===== config.mk =====
export PLATFORM = sky130hd
export DESIGN_NAME = crc32_dual_mode_byte_engine_top
export DESIGN_NICKNAME = d
export VERILOG_FILES = /design/src/hw/rtl/crcdm_pkg.sv /design/src/hw/rtl/crcdm_flush.sv /design/src/hw/rtl/crc32_dual_mode_byte_engine_top.sv
export SDC_FILE = /design/constraint.sdc
export NUM_CORES = 2
export LEC_CHECK = 0
export ABC_AREA = 1
export BUFFER_PORTS_ARGS = -buffer_cell sky130_fd_sc_hd__buf_2
export CORE_AREA = 4 4 252 254
export CTS_CLUSTER_DIAMETER = 200
export DETAILED_ROUTE_END_ITERATION = 12
export DIE_AREA = 0 0 256 258
export PLACE_DENSITY = 0.77
export SLEW_MARGIN = 20
export SYNTH_ARGS = -nofsm -noshare
export SYNTH_HDL_FRONTEND = slang
export SYNTH_SLANG_ARGS = --single-unit

===== constraint.sdc =====
create_clock -name i_clk -period 4.4 [get_ports i_clk]
set_input_delay 0.22 -clock i_clk [delete_from_list [all_inputs] [get_ports i_clk]]
set_output_delay 0.22 -clock i_clk [all_outputs]
set_load 0.01 [all_outputs]

===== src/hw/rtl/crcdm_pkg.sv =====
// shared types, constants and crc step functions for the dual-mode crc-32 byte engine
// no dependencies

package crcdm_pkg;

    localparam int unsigned CRC_W      = 32;
    localparam int unsigned BYTE_W     = 8;
    localparam int unsigned FLUSH_BYTES = 4;
    localparam int unsigned CFG_IDX_W  = 1;
    localparam int unsigned CFG_DATA_W = 32;

    localparam logic [CRC_W-1:0] CRC_INIT     = 32'hFFFF_FFFF;
    localparam logic [CRC_W-1:0] POLY_DEFAULT = 32'h04C1_1DB7;
    localparam logic             MODE_DEFAULT = 1'b0;

    // register indexes on the configuration channel
    localparam logic [CFG_IDX_W-1:0] REG_POLYNOMIAL = 1'd0;
    localparam logic [CFG_IDX_W-1:0] REG_AUG_MODE   = 1'd1;

    // finished-value transfer between the crc stage and the flush pipeline
    typedef struct packed {
        logic             valid;
        logic             aug;
        logic [CRC_W-1:0] value;
    } t_fin;

    // reduction of (top << 24) through eight msb-first shifts
    function automatic logic [CRC_W-1:0] msb_reduce(
        input logic [BYTE_W-1:0] top,
        input logic [CRC_W-1:0]  poly
    );
        logic [CRC_W-1:0] rem;
        rem = {top, {(CRC_W-BYTE_W){1'b0}}};
        for (int i = 0; i < BYTE_W; i++) begin
            if (rem[CRC_W-1]) begin
                rem = (rem << 1) ^ poly;
            end else begin
                rem = rem << 1;
            end
        end
        return rem;
    endfunction

    function automatic logic [CRC_W-1:0] reflected_byte(
        input logic [CRC_W-1:0]  crc,
        input logic [BYTE_W-1:0] data,
        input logic [CRC_W-1:0]  poly
    );
        logic [CRC_W-1:0] rp;
        logic [CRC_W-1:0] r;
        for (int i = 0; i < CRC_W; i++) begin
            rp[i] = poly[CRC_W-1-i];
        end
        r = crc ^ {{(CRC_W-BYTE_W){1'b0}}, data};
        for (int i = 0; i < BYTE_W; i++) begin
            if (r[0]) begin
                r = (r >> 1) ^ rp;
            end else begin
                r = r >> 1;
            end
        end
        return r;
    endfunction

    function automatic logic [CRC_W-1:0] augmented_byte(
        input logic [CRC_W-1:0]  crc,
        input logic [BYTE_W-1:0] data,
        input logic [CRC_W-1:0]  poly
    );
        return {crc[CRC_W-BYTE_W-1:0], data} ^ msb_reduce(crc[CRC_W-1 -: BYTE_W], poly);
    endfunction

endpackage


===== src/hw/rtl/crcdm_flush.sv =====
// zero-byte flush pipeline for augmented mode, one flush byte per stage
// depends on crcdm_pkg

module crcdm_flush (
    input  logic                          i_clk,
    input  logic                          i_rst_n,
    input  logic                          i_adv,
    input  logic [crcdm_pkg::CRC_W-1:0]   i_poly,
    input  crcdm_pkg::t_fin               i_fin,
    output crcdm_pkg::t_fin               o_fin
);

    localparam int unsigned NSTG = crcdm_pkg::FLUSH_BYTES;

    logic [NSTG-1:0]               r_vld;
    logic [NSTG-1:0]               r_aug;
    logic [crcdm_pkg::CRC_W-1:0]   r_val [NSTG];
    logic [crcdm_pkg::CRC_W-1:0]   n_val [NSTG];

    always_comb begin
        // reflected results pass through untouched
        n_val[0] = i_fin.aug ? crcdm_pkg::augmented_byte(i_fin.value, '0, i_poly)
                             : i_fin.value;
        for (int k = 1; k < NSTG; k++) begin
            n_val[k] = r_aug[k-1] ? crcdm_pkg::augmented_byte(r_val[k-1], '0, i_poly)
                                  : r_val[k-1];
        end
    end

    always_ff @(posedge i_clk) begin
        if (!i_rst_n) begin
            r_vld <= '0;
        end else if (i_adv) begin
            r_vld <= {r_vld[NSTG-2:0], i_fin.valid};
        end
    end

    always_ff @(posedge i_clk) begin
        if (i_adv) begin
            r_aug <= {r_aug[NSTG-2:0], i_fin.aug};
            for (int k = 0; k < NSTG; k++) begin
                r_val[k] <= n_val[k];
            end
        end
    end

    assign o_fin.valid = r_vld[NSTG-1];
    assign o_fin.aug   = r_aug[NSTG-1];
    assign o_fin.value = r_val[NSTG-1];

endmodule


===== src/hw/rtl/crc32_dual_mode_byte_engine_top.sv =====
// top level of the dual-mode crc-32 byte engine: input register, crc register, output register
// depends on crcdm_pkg and crcdm_flush

// Takes one message byte per clock and returns the CRC-32 on the byte marked
// tlast. Reflected mode gives the standard CRC-32 (init all ones, lsb-first,
// final inversion); augmented mode shifts bytes in msb-first and flushes four
// zero bytes. Throughput is one byte per cycle while the output is not stalled,
// set by the crc register feedback, which applies eight bit steps per cycle. A
// result passes through the input register, crc stage, four flush stages and
// output register after its last byte is taken; any stall at the output holds
// the whole pipeline. Configuration writes are taken at once and should only
// arrive while no message is in flight.

module crc32_dual_mode_byte_engine_top #(
    parameter logic [crcdm_pkg::CRC_W-1:0] POLY_RESET = crcdm_pkg::POLY_DEFAULT,
    parameter logic                        MODE_RESET = crcdm_pkg::MODE_DEFAULT
) (
    input  logic                              i_clk,
    input  logic                              i_rst_n,
    // input byte stream
    input  logic                              s_axis_tvalid,
    output logic                              s_axis_tready,
    input  logic [7:0]                        s_axis_tdata,   // [7:0] data_byte
    input  logic                              s_axis_tlast,   // last_byte
    input  logic [0:0]                        s_axis_tuser,   // [0] first_byte
    // result stream
    output logic                              m_axis_tvalid,
    input  logic                              m_axis_tready,
    output logic [31:0]                       m_axis_tdata,   // [31:0] crc_value
    // configuration writes
    input  logic                              i_cfg_valid,
    output logic                              o_cfg_ready,
    input  logic [crcdm_pkg::CFG_IDX_W-1:0]   i_cfg_index,
    input  logic [crcdm_pkg::CFG_DATA_W-1:0]  i_cfg_data
);

    localparam int unsigned CW = crcdm_pkg::CRC_W;
    localparam int unsigned BW = crcdm_pkg::BYTE_W;

    logic [CW-1:0]   r_poly;
    logic            r_aug;

    logic            r_in_vld;
    logic [BW-1:0]   r_in_byte;
    logic            r_in_first;
    logic            r_in_last;

    logic [CW-1:0]   r_crc;
    logic [CW-1:0]   n_crc;
    logic [CW-1:0]   w_crc_base;

    crcdm_pkg::t_fin r_fin;
    crcdm_pkg::t_fin n_fin;
    crcdm_pkg::t_fin w_flush_out;

    logic            r_out_vld;
    logic [CW-1:0]   r_out_crc;
    logic            w_adv;

    // whole pipeline moves unless the output holds a result the sink will not take
    assign w_adv         = !r_out_vld || m_axis_tready;
    assign s_axis_tready = w_adv;
    assign o_cfg_ready   = 1'b1;

    // configuration registers
    always_ff @(posedge i_clk) begin
        if (!i_rst_n) begin
            r_poly <= POLY_RESET;
            r_aug  <= MODE_RESET;
        end else if (i_cfg_valid) begin
            unique case (i_cfg_index)
                crcdm_pkg::REG_POLYNOMIAL: r_poly <= i_cfg_data[CW-1:0];
                crcdm_pkg::REG_AUG_MODE:   r_aug  <= i_cfg_data[0];
            endcase
        end
    end

    // input register
    always_ff @(posedge i_clk) begin
        if (!i_rst_n) begin
            r_in_vld <= 1'b0;
        end else if (w_adv) begin
            r_in_vld <= s_axis_tvalid;
        end
    end

    always_ff @(posedge i_clk) begin
        if (w_adv) begin
            r_in_byte  <= s_axis_tdata;
            r_in_first <= s_axis_tuser[0];
            r_in_last  <= s_axis_tlast;
        end
    end

    // crc update for the byte in the input register
    always_comb begin
        w_crc_base = r_in_first ? crcdm_pkg::CRC_INIT : r_crc;
        if (r_aug) begin
            n_crc = crcdm_pkg::augmented_byte(w_crc_base, r_in_byte, r_poly);
        end else begin
            n_crc = crcdm_pkg::reflected_byte(w_crc_base, r_in_byte, r_poly);
        end
        n_fin.valid = r_in_vld && r_in_last;
        n_fin.aug   = r_aug;
        n_fin.value = r_aug ? n_crc : ~n_crc;
    end

    always_ff @(posedge i_clk) begin
        if (!i_rst_n) begin
            r_crc       <= crcdm_pkg::CRC_INIT;
            r_fin.valid <= 1'b0;
        end else if (w_adv) begin
            if (r_in_vld) begin
                r_crc <= n_crc;
            end
            r_fin <= n_fin;
        end
    end

    crcdm_flush u_flush (
        .i_clk   (i_clk),
        .i_rst_n (i_rst_n),
        .i_adv   (w_adv),
        .i_poly  (r_poly),
        .i_fin   (r_fin),
        .o_fin   (w_flush_out)
    );

    // output register
    always_ff @(posedge i_clk) begin
        if (!i_rst_n) begin
            r_out_vld <= 1'b0;
        end else if (w_adv) begin
            r_out_vld <= w_flush_out.valid;
        end
    end

    always_ff @(posedge i_clk) begin
        if (w_adv) begin
            r_out_crc <= w_flush_out.value;
        end
    end

    assign m_axis_tvalid = r_out_vld;
    assign m_axis_tdata  = r_out_crc;

endmodule


==> key figures <==
Route
  • ANT nets after route: 0
  • Vias per cell: 5.782
  • Drc violations: 0
  • Initial DRC count: 3629
  • Post-Route WL: 126200 µm
  • WL/cell: 19.54 µm
  • Vias: 37340
  • DRT Pass-1 Iters: 6

Clock tree
  • Clock-pin slew on the worst setup and hold paths: 60 ps
  • CTS H-tree lvls: 2
  • Clk sink count: 278
  • Root buf cell: clkbuf_16
  • CTS tree: built
  • Maximum clock path buffer count: 3
  • Worst skew pair latency: roughly 600 ps
  • TritonCTS buffer count: 38

Global route
  • Pin count of the biggest net entering global routing: 165
  • GRT met1 Usage: 0.4337
  • GRT Util Overall: 0.3665
  • Met3 Use GR: 0.05972
  • First-pass GRT wire length: 194300 µm
  • GR peak layer: met2
  • Antenna violations before repair: 0
  • Met2 usage: 0.6051
  • Grt total ovfl: 0
  • Number of global-route vias before repair: 35160

Die
  • Starting Density: 0.5845
  • Core Region: 61260 µm²
  • Die outline height: between 200 and 300 µm
  • IO Pins: 83
  • Die ar.: 66050 µm²
  • Row count: 91
  • Die width: between 200 and 300 µm

Critical path
  • CP Buf/Inv Count: 7
  • CP top delay family: simple AND/OR/NAND/NOR gates
  • CP required: 4800 ps
  • Arr. time, crit path: 4560 ps
  • Critical path endpoint category: flip-flop
  • CP max stage delay: 450 ps
  • CP startpoint kind: flip-flop
  • Slowest CP cell: edfxtp_1
  • Worst Path Max Fanout: 28
  • Crit path kind: flip-flop to flip-flop

Job
  • Max_cap viols: 0

Timing
  • Worst slew margin: 0.2141
  • Hold_ws: slightly below 30 ps
  • Post-Route Skew: 44.14 ps
  • Count of final hold-check violations: 0
  • Crit path time final: 4158 ps
  • Fmax: 240.5 MHz
  • Period utilization: 0.9449
  • Max Transition Viols Final: 0
  • Actual slew at the worst max-slew pin: 1177 ps
  • Setup violation total in the final timing report: 0

Synthesis
  • Synthesis-stage register bit count: 278
  • Post-synth top area share: 0.2086
  • Post-synth EDFFs: 206
  • Top cells by area, synth: nand2_1 21%, edfxtp_1 17%, xor2_1 14%
  • Mean Syn Cell Area: 6.271 µm²
  • Post-synth top cells: 1990 x nand2_1, 582 x xor2_1, 563 x nand3_1, 546 x xnor2_1, 512 x nor2_1
  • Count leader, synth: nand2_1
  • Register area share after synthesis: 0.2130
  • Yosys Warn Count: 0
  • Area leader, netlist: nand2_1
  • Syn Nets: 5759
  • Post-Syn Area: ~36000 µm²
  • Synth Instances: 5710
  • Synth async-reset ratio: 0
  • Synth cell types: 46
  • Synth Flop Type: edfxtp_1

Finish
  • Antenna fix cells: 0
  • Share of post-route cells with drive strength above 1: 0.08329
  • Fin util: 0.6366
  • P&R area growth vs syn: 8.904%
  • Final #Nets: 5687
  • Post-Layout Cell Count: 6457

Run status
  • Status: finished, final reports clean

Placement
  • Post-DP HPWL: 88210 µm
  • Port bufs: 81
  • Placed cell count: between 6000 and 7000
  • Gpl congestion: approximately 0.97

Min path
  • Worst min path class: primary input to flip-flop
-- layer usage --
metal | part of all wire | up-vias
met1 | 0.36 | 16910
met2 | 0.45 | 2183
li1 | - | 17640
met5 | 0 | -
met3 | 0.10 | 611
met4 | 0.083 | 0
-- path summary, 6_finish.rpt --
path	from	endpoint	slack (ps)	cells past startpoint
worst max register to register	r_in_first	r_fin[12]	240	26
worst max-delay path	r_in_first	r_fin[12]	240	26
worst min register to register	u_flush.r_val[3][4]	m_axis_tdata[4]	420	0
worst min-delay path	i_cfg_index	r_aug	30	4
-- cell type report --
cell class,instances,area (µm²)
fillers,5572,22260
well taps,790,988.4
clock inverters,19,250.2
repair buffers,319,2577
flip-flops and latches,278,7641
multi-input cells,4736,25450
clock buffers,50,1089
inverters,265,998.5
-- worst register-to-register path: cells and delay by family (launching register included) --
family / cells / cell delay, ps
compound gates: 1 / 190
simple gates: 17 / 2200
buf+inv: 7 / 970
flops: 1 / 450
xor+xnor: 1 / 180
-- cell usage in the layout (no fill, tap or decap), drive strengths merged, types with 16 or more instances in the layout --
master	count
xor2	582
buf	278
inv	257
nand2	2013
a21oi	63
nand2b	16
xnor2	552
clkinv	18
dfxtp	72
clkbuf	52
nand4	24
nand3b	33
edfxtp	206
nand3	572
nor2	522
or2	46
dlygate4sd3	39
o21ai	264
-- sequential cells by signal, summed over array words and instances, names as in the netlist --
signal and flops:
m_axis_tvalid 1, r_in_vld 1, u_flush.r_vld 4, r_crc 32
u_flush.r_val 128, r_poly 32, r_in_last 1, r_in_byte 8
u_flush.r_aug 3, r_in_first 1, r_aug 1, m_axis_tdata 32
r_fin 34
-- repair_timing --
action	in CTS	in global routing
endpoints found under the hold margin	38	0
buffers inserted	0	5
resized for setup	0	29
hold buffers	39	0
endpoints found under the setup margin	0	157
-- metrics by stage --
| stage | worst slack (ps) | setup TNS (ps) | cell area, µm² |
|---|---|---|---|
| finish | 242.3 | 0 | 38990 |
| global route | -5.240 | -7.450 | 38990 |
| CTS | 51.46 | 0 | 38770 |
| detailed placement | 91.57 | 0 | 37040 |
| global placement | 82.28 | 0 | 37020 |
| floorplan | 445.0 | 0 | 35810 |
-- cell families after synthesis --
kind of cell,count (synthesis),synth area share
and+or+nand+nor,3237,0.3753
xor gates and xnor gates,1133,0.2782
buffers and inverters,697,0.07974
AOI/OAI and AO/OA,363,0.05333
DFF,278,0.2130
adders and majority gates,1,0.0003494
other,1,0.0001047
Power is left out: the tool's default activity adds up to more than one toggle a clock period on the data nets, which glitch-free logic cannot reach.
